$ cat config.mk
export PLATFORM = sky130hd
export DESIGN_NAME = two_way_sorted_merge_dedup_top
export DESIGN_NICKNAME = d
export VERILOG_FILES = /design/src/design/tsmd_pkg.sv /design/src/design/two_way_sorted_merge_dedup_top.sv
export SDC_FILE = /design/constraint.sdc
export NUM_CORES = 2
export LEC_CHECK = 0
export BUFFER_PORTS_ARGS = -buffer_cell sky130_fd_sc_hd__buf_2
export CORE_MARGIN = 3
export CORE_UTILIZATION = 55
export CTS_CLUSTER_SIZE = 25
export DETAILED_ROUTE_END_ITERATION = 8
export GPL_TIMING_DRIVEN = 1
export HOLD_SLACK_MARGIN = 0.02
export PLACE_DENSITY_LB_ADDON = 0.3
export SLEW_MARGIN = 40
export SYNTH_ARGS = -nofsm -noshare
export SYNTH_HDL_FRONTEND = slang
export SYNTH_SLANG_ARGS = --single-unit
export TNS_END_PERCENT = 1
$ cat constraint.sdc
create_clock -name aclk -period 28.1 [get_ports aclk]
set_clock_uncertainty 0.15 [all_clocks]
set_input_delay 5.62 -clock aclk [delete_from_list [all_inputs] [get_ports aclk]]
set_output_delay 5.62 -clock aclk [all_outputs]
set_load 0.02 [all_outputs]
$ cat src/design/tsmd_pkg.sv
// tsmd_pkg: shared constants, result type and byte mask helper for the
// two-way sorted merge with duplicate removal
// no dependencies
package tsmd_pkg;

    localparam int KEY_BYTES_DEF   = 8;
    localparam int VALUE_BYTES_DEF = 8;
    localparam int RES_DEPTH       = 4;

    localparam logic REQ_PUSH   = 1'b0;
    localparam logic REQ_END    = 1'b1;
    localparam logic SIDE_LEFT  = 1'b0;
    localparam logic SIDE_RIGHT = 1'b1;
    localparam logic KIND_ENTRY = 1'b0;
    localparam logic KIND_END   = 1'b1;

    typedef struct packed {
        logic        kind;
        logic        from_side;
        logic [63:0] key;
        logic [3:0]  key_len;
        logic [63:0] value;
        logic [3:0]  value_len;
        logic        right_dropped;
    } res_t;

    // ones over the first n bytes of a left-aligned word
    function automatic logic [63:0] byte_mask(input logic [3:0] n);
        logic [6:0] sh;
        sh = {n, 3'b000};
        return ~({64{1'b1}} >> sh);
    endfunction

endpackage

$ cat src/design/two_way_sorted_merge_dedup_top.sv
// two_way_sorted_merge_dedup_top: merges a left and a right sorted stream,
// dropping right entries equal to the winning left key
// depends on tsmd_pkg
//
//  channel  direction  fields
//  s_       in         req_type side key_bytes key_len value_bytes value_len
//  m_       out        kind from_side out_key out_key_len out_value
//                      out_value_len right_dropped
//
// one request per cycle: a request is registered, then the head update and
// key compare run on the registered request and write up to two results into a
// four-entry result queue. s_ready drops only while the queue lacks room for
// two results, so a request can issue every cycle while m_ready keeps up.
// synchronous active-low reset empties both heads, the queue and the end flags.
module two_way_sorted_merge_dedup_top
    import tsmd_pkg::*;
#(
    parameter int KEY_BYTES   = KEY_BYTES_DEF,
    parameter int VALUE_BYTES = VALUE_BYTES_DEF
) (
    input  logic        aclk,
    input  logic        aresetn,

    input  logic        s_valid,
    output logic        s_ready,
    input  logic        s_req_type,
    input  logic        s_side,
    input  logic [63:0] s_key_bytes,
    input  logic [3:0]  s_key_len,
    input  logic [63:0] s_value_bytes,
    input  logic [3:0]  s_value_len,

    output logic        m_valid,
    input  logic        m_ready,
    output logic        m_kind,
    output logic        m_from_side,
    output logic [63:0] m_out_key,
    output logic [3:0]  m_out_key_len,
    output logic [63:0] m_out_value,
    output logic [3:0]  m_out_value_len,
    output logic        m_right_dropped
);

    localparam logic [3:0] KEY_CAP   = 4'(KEY_BYTES);
    localparam logic [3:0] VALUE_CAP = 4'(VALUE_BYTES);
    localparam int PTR_W = $clog2(RES_DEPTH);
    localparam int CNT_W = $clog2(RES_DEPTH + 1);
    localparam logic [CNT_W-1:0] ROOM_LIMIT = CNT_W'(RES_DEPTH - 2);

    // input register
    logic        in_vld_reg;
    logic        in_req_reg;
    logic        in_side_reg;
    logic [63:0] in_key_reg;
    logic [3:0]  in_klen_reg;
    logic [63:0] in_val_reg;
    logic [3:0]  in_vlen_reg;

    // heads and merge state
    logic [63:0] head_key_reg  [2];
    logic [63:0] head_val_reg  [2];
    logic [3:0]  head_klen_reg [2];
    logic [3:0]  head_vlen_reg [2];
    logic [1:0]  held_reg, held_next;
    logic [63:0] last_key_reg, last_key_next;
    logic [3:0]  last_len_reg, last_len_next;
    logic        last_valid_reg, last_valid_next;
    logic [1:0]  ended_reg, ended_next;

    // result queue
    res_t             res_mem_reg [RES_DEPTH];
    logic [PTR_W-1:0] rd_ptr_reg, rd_ptr_next;
    logic [PTR_W-1:0] wr_ptr_reg, wr_ptr_next;
    logic [CNT_W-1:0] cnt_reg, cnt_next;

    logic        can_proc;
    logic        proc;
    logic        pop;
    logic        s_fire;

    logic        end_now;
    logic        write_head;
    logic [3:0]  new_klen;
    logic [3:0]  new_vlen;
    logic [63:0] new_key;
    logic [63:0] new_val;
    logic [63:0] k0, k1;
    logic [3:0]  l0, l1;
    logic [1:0]  held_post;
    logic        both_held;
    logic        key_eq;
    logic        left_first;
    logic        pick_vld;
    logic        pick_side;
    logic        dropped;
    res_t        entry_res;
    res_t        end_res;
    logic [1:0]  push_n;

    assign can_proc = (cnt_reg <= ROOM_LIMIT);
    assign proc     = in_vld_reg && can_proc;
    assign s_ready  = !in_vld_reg || can_proc;
    assign s_fire   = s_valid && s_ready;
    assign pop      = m_valid && m_ready;

    always_ff @(posedge aclk) begin
        if (!aresetn) begin
            in_vld_reg <= 1'b0;
        end else if (s_ready) begin
            in_vld_reg <= s_valid;
        end
    end

    always_ff @(posedge aclk) begin
        if (s_fire) begin
            in_req_reg  <= s_req_type;
            in_side_reg <= s_side;
            in_key_reg  <= s_key_bytes;
            in_klen_reg <= s_key_len;
            in_val_reg  <= s_value_bytes;
            in_vlen_reg <= s_value_len;
        end
    end

    always_comb begin
        new_klen = (in_klen_reg > KEY_CAP) ? KEY_CAP : in_klen_reg;
        new_vlen = (in_vlen_reg > VALUE_CAP) ? VALUE_CAP : in_vlen_reg;
        new_key  = in_key_reg & byte_mask(new_klen);
        new_val  = in_val_reg & byte_mask(new_vlen);

        ended_next = ended_reg;
        end_now    = 1'b0;
        write_head = 1'b0;
        if (in_req_reg == REQ_END) begin
            ended_next[in_side_reg] = 1'b1;
            end_now = (ended_reg != 2'b11) && (ended_next == 2'b11);
        end else if (!ended_reg[in_side_reg] && !held_reg[in_side_reg]) begin
            write_head = !((in_side_reg == SIDE_RIGHT) && last_valid_reg &&
                           (new_key == last_key_reg) && (new_klen == last_len_reg));
        end

        held_post = held_reg;
        if (write_head) begin
            held_post[in_side_reg] = 1'b1;
        end
        k0 = (write_head && in_side_reg == SIDE_LEFT)  ? new_key  : head_key_reg[0];
        l0 = (write_head && in_side_reg == SIDE_LEFT)  ? new_klen : head_klen_reg[0];
        k1 = (write_head && in_side_reg == SIDE_RIGHT) ? new_key  : head_key_reg[1];
        l1 = (write_head && in_side_reg == SIDE_RIGHT) ? new_klen : head_klen_reg[1];

        both_held  = held_post[0] && held_post[1];
        key_eq     = (k0 == k1) && (l0 == l1);
        left_first = (k0 < k1) || ((k0 == k1) && (l0 <= l1));

        pick_vld  = 1'b0;
        pick_side = SIDE_LEFT;
        dropped   = 1'b0;
        if (both_held) begin
            pick_vld  = 1'b1;
            pick_side = left_first ? SIDE_LEFT : SIDE_RIGHT;
            dropped   = key_eq;
        end else if (held_post[0] && ended_next[1]) begin
            pick_vld  = 1'b1;
            pick_side = SIDE_LEFT;
        end else if (held_post[1] && ended_next[0]) begin
            pick_vld  = 1'b1;
            pick_side = SIDE_RIGHT;
        end

        held_next       = held_post;
        last_key_next   = last_key_reg;
        last_len_next   = last_len_reg;
        last_valid_next = last_valid_reg;
        if (pick_vld) begin
            held_next[pick_side] = 1'b0;
            if (dropped) begin
                held_next[1] = 1'b0;
            end
            if (pick_side == SIDE_LEFT) begin
                last_key_next   = k0;
                last_len_next   = l0;
                last_valid_next = 1'b1;
            end else begin
                last_valid_next = 1'b0;
            end
        end

        entry_res.kind          = KIND_ENTRY;
        entry_res.from_side     = pick_side;
        entry_res.key           = (pick_side == SIDE_LEFT) ? k0 : k1;
        entry_res.key_len       = (pick_side == SIDE_LEFT) ? l0 : l1;
        entry_res.right_dropped = dropped;
        if (write_head && in_side_reg == pick_side) begin
            entry_res.value     = new_val;
            entry_res.value_len = new_vlen;
        end else begin
            entry_res.value     = head_val_reg[pick_side];
            entry_res.value_len = head_vlen_reg[pick_side];
        end

        end_res      = '0;
        end_res.kind = KIND_END;

        push_n = proc ? ({1'b0, pick_vld} + {1'b0, end_now}) : 2'd0;
    end

    always_ff @(posedge aclk) begin
        if (!aresetn) begin
            held_reg       <= 2'b00;
            ended_reg      <= 2'b00;
            last_valid_reg <= 1'b0;
            last_key_reg   <= '0;
            last_len_reg   <= '0;
        end else if (proc) begin
            held_reg       <= held_next;
            ended_reg      <= ended_next;
            last_valid_reg <= last_valid_next;
            last_key_reg   <= last_key_next;
            last_len_reg   <= last_len_next;
        end
    end

    always_ff @(posedge aclk) begin
        if (proc && write_head) begin
            head_key_reg[in_side_reg]  <= new_key;
            head_klen_reg[in_side_reg] <= new_klen;
            head_val_reg[in_side_reg]  <= new_val;
            head_vlen_reg[in_side_reg] <= new_vlen;
        end
    end

    // result queue: entry first, end result after it
    always_ff @(posedge aclk) begin
        if (proc) begin
            if (pick_vld) begin
                res_mem_reg[wr_ptr_reg] <= entry_res;
                if (end_now) begin
                    res_mem_reg[PTR_W'(wr_ptr_reg + 1'b1)] <= end_res;
                end
            end else if (end_now) begin
                res_mem_reg[wr_ptr_reg] <= end_res;
            end
        end
    end

    always_comb begin
        wr_ptr_next = PTR_W'(wr_ptr_reg + push_n);
        rd_ptr_next = PTR_W'(rd_ptr_reg + pop);
        cnt_next    = CNT_W'(cnt_reg + push_n - pop);
    end

    always_ff @(posedge aclk) begin
        if (!aresetn) begin
            wr_ptr_reg <= '0;
            rd_ptr_reg <= '0;
            cnt_reg    <= '0;
        end else begin
            wr_ptr_reg <= wr_ptr_next;
            rd_ptr_reg <= rd_ptr_next;
            cnt_reg    <= cnt_next;
        end
    end

    assign m_valid         = (cnt_reg != '0);
    assign m_kind          = res_mem_reg[rd_ptr_reg].kind;
    assign m_from_side     = res_mem_reg[rd_ptr_reg].from_side;
    assign m_out_key       = res_mem_reg[rd_ptr_reg].key;
    assign m_out_key_len   = res_mem_reg[rd_ptr_reg].key_len;
    assign m_out_value     = res_mem_reg[rd_ptr_reg].value;
    assign m_out_value_len = res_mem_reg[rd_ptr_reg].value_len;
    assign m_right_dropped = res_mem_reg[rd_ptr_reg].right_dropped;

endmodule

==> qor.yml <==
critical_path:
  critPathArrivalTime_ns: 3.14
  r2r_slack_ns: 19.44
  r2r_start: "in_klen_reg[2]$_DFFE_PP_"
  startpoint_type: "register"
  r2r-end: "res_mem_reg[2][106]$_SDFFE_PP0P_"
  reg2regPathDepth: 21
  cp.required_ns: 22.33
  critPathKind: "reg -> out"
  critPathCaptureType: "output port"
  startpoint: "rd_ptr_reg[0]$_SDFF_PN0_"
  crit_fanout: 48
worst_hold_path:
  min_path_type: "reg -> reg"
  hold-path-endpoint: "res_mem_reg[2][138]$_SDFFE_PP1P_"
  hold-path-cell-count: 2
  hold_path_startpoint: "res_mem_reg[2][138]$_SDFFE_PP1P_"
clocking:
  clock_sinks: 1047
  cts_resized: 0
  numCtsBuffers: 108
  cts_setup_buffers: 0
  clock_latency_ns: 0.68
  cts_buffer_depth: 3
  cts_tree: "yes"
  path_clk_slew_ns: 0.06
  root_buffer: "clkbuf_16"
  cts_hold_buf: 0
  htree_levels: 3
cells_and_area:
  drive_gt1_share_pct: 20.9
  largest_reg_flops: 556
  syn_to_final_growth_pct: 13.3
  nets: 3809
  layout_common_cells: "dfxtp_1 (635), a22o_1 (478), edfxtp_1 (410)"
  fin_area_mm2: 0.0501
  final_common_cell: "dfxtp_1"
  fillers: 6060
yosys:
  synth_nets: 3659
  synthFlopType: "dfxtp_1"
  synth-edff-count: 410
  syn_inst: 3441
  yosysWarnings: 0
  ys_seq_area_share_pct: 56.7
  async_flop_share_pct: 0
  syn_area_mm2: 0.0442
  synth.largest_area_cell: "dfxtp_1"
  syn_avg_cell_area_um2: 12.9
  synth.area.top_cells: "dfxtp_1 (29%), edfxtp_1 (28%), a22o_1 (9.5%), mux4_2 (7.1%), mux2i_1 (3.7%)"
  netlist-cell-type-count: 77
  ys_ff_latch: 1047
  synth_top_area_share_pct: 28.8
die:
  die_h_um: 290
  core_mm2: 0.0793
  std_cell_rows: 103
  start_util_pct: 55.8
  io_pins: 283
  fp.dieW_um: 290
  die_area_mm2: 0.0838
timing:
  tightest_slew_ns: 0.867
  fmax_ghz: 0.112
  min_period_ns: 8.91
  finalHoldViolCount: 0
  period_share_pct: 31.7
  drv_slew: 0
  rsz0062_at_grt: "false"
  worst_hold_slack_ns: 0.295
  tns_ns: 0
  max_slew_margin_pct: 42.2
  setup_viol: 0
placed_design:
  placed_area_mm2: 0.0463
  portBuffers: 282
  gp_congestion: 0.932
  dp_hpwl_um: 76300
run_status:
  status: "finished, final reports clean"
grt:
  grt_pass1_vias: 30273
  grt_use_total_pct: 28.4
  antenna_found_initial: 26
  grt_first_pass_wirelength_um: 184000
  globalRouteOverflowTotal: 0
  grt_max_degree: 85
route:
  drt_drc_violations_left: 0
  dr.pass1.iters: 7
  vias: 30613
  wire_per_inst_um: 25.7
  drt-initial-drc-count: 2651
  finalWirelength_um: 122000
  viasPerCell: 6.43
  drt.antenna.violating_nets: 0
power_and_ir_drop:
  peakVddDrop_v: 0.0000589
  seq_power_share_pct: 42.5
  p_per_area_mw_per_mm2: 85.9
  p_int_uw: 3030
  netSwitchingFraction_pct: 29.7
  p_leak_uw: 0.0200
  clkPwrFrac_pct: 34.5
  switchingPower_uw: 1280
  combPwrFrac_pct: 23.1
job:
  drv_cap: 0
-- how the worst max path moves through the flow --
stage	to	slack [ns]	cells past startpoint
floorplan	in_key_reg[0]$_DFFE_PP_	18.66	1
global placement	m_out_value[58]	19.35	4
detailed placement	res_mem_reg[2][88]$_SDFFE_PP0P_	19.56	21
CTS	m_out_value[58]	19.09	4
global route	res_mem_reg[2][78]$_SDFFE_PP0P_	18.88	20
finish	m_out_value[58]	19.19	4
-- worst max-delay path, stage by stage, from the launching register on --
cell,delay [ns]
dfxtp_4,0.42
buf_6,0.57
buf_6,0.60
mux4_2,0.61
buf_2,0.18
-- power by group through the flow --
stage          Clock, µW  Sequential (µW)  Combinational, µW
6_report            1480             1830                992
5_1_grt             1560             1840               1070
4_1_cts             1500             1820                998
3_5_place_dp           0             1850                994
3_3_place_gp           0             1850                975
2_1_floorplan          0             1820                724
-- stage by stage --
step	worst slack (ns)	instances	utilization, %	power, µW
final	19.19	4764	63.2	4300
after global routing	18.88	4762	63.2	4480
after CTS	19.09	4736	63.1	4320
after detailed placement	19.56	4530	58.4	2850
after global placement	19.35	4525	58.2	2830
after floorplan	18.66	3441	-	2550
-- logic make-up (layout without fill, tap and decap cells) --
group	after synthesis	after routing	share of synthesized area (%)
AOI/OAI and AO/OA	979	979	18.6
xor gates and xnor gates	35	35	0.693
adders and majority gates	76	76	2.17
buffers and inverters	437	683	4.26
DFF	1047	1047	56.7
muxes	309	309	11.0
other	0	27	0
and+or+nand+nor	558	558	6.61
-- cell type report --
class                           instances  area [µm²]  area share, %
Tap cell                             1050        1310           2.62
Clock inverter                         54         638           1.27
Antenna cell                           27        67.6          0.135
Sequential cell                      1047       25100           50.0
Clock buffer                          152        3090           6.17
Timing Repair Buffer                  336        1970           3.93
Multi-Input combinational cell       1957       17400           34.8
Inverter                              141         529           1.06
-- cell usage after synthesis, drive strengths merged, types with 19 or more instances --
master,count
a211o,65
a21oi,85
a22o,478
and2,71
buf,144
clkbuf,152
dfxtp,637
edfxtp,410
ha,75
inv,141
mux2i,170
mux4,139
nand2,124
nand3,86
nand4,19
nor2,79
nor2b,50
o211a,68
o21ai,44
o221ai,69
o311a,65
or2,67
xnor2,31
-- per-layer routing --
metal  global-route usage [%]  wire length (µm)  vias up
li1                         -                 -    13668
met1                     40.0             52100    15374
met2                     43.7             56200     1349
met3                     5.55              9830      220
met4                     11.3              4270        2
met5                        0                13        -
Power figures use the tool's default switching activity.
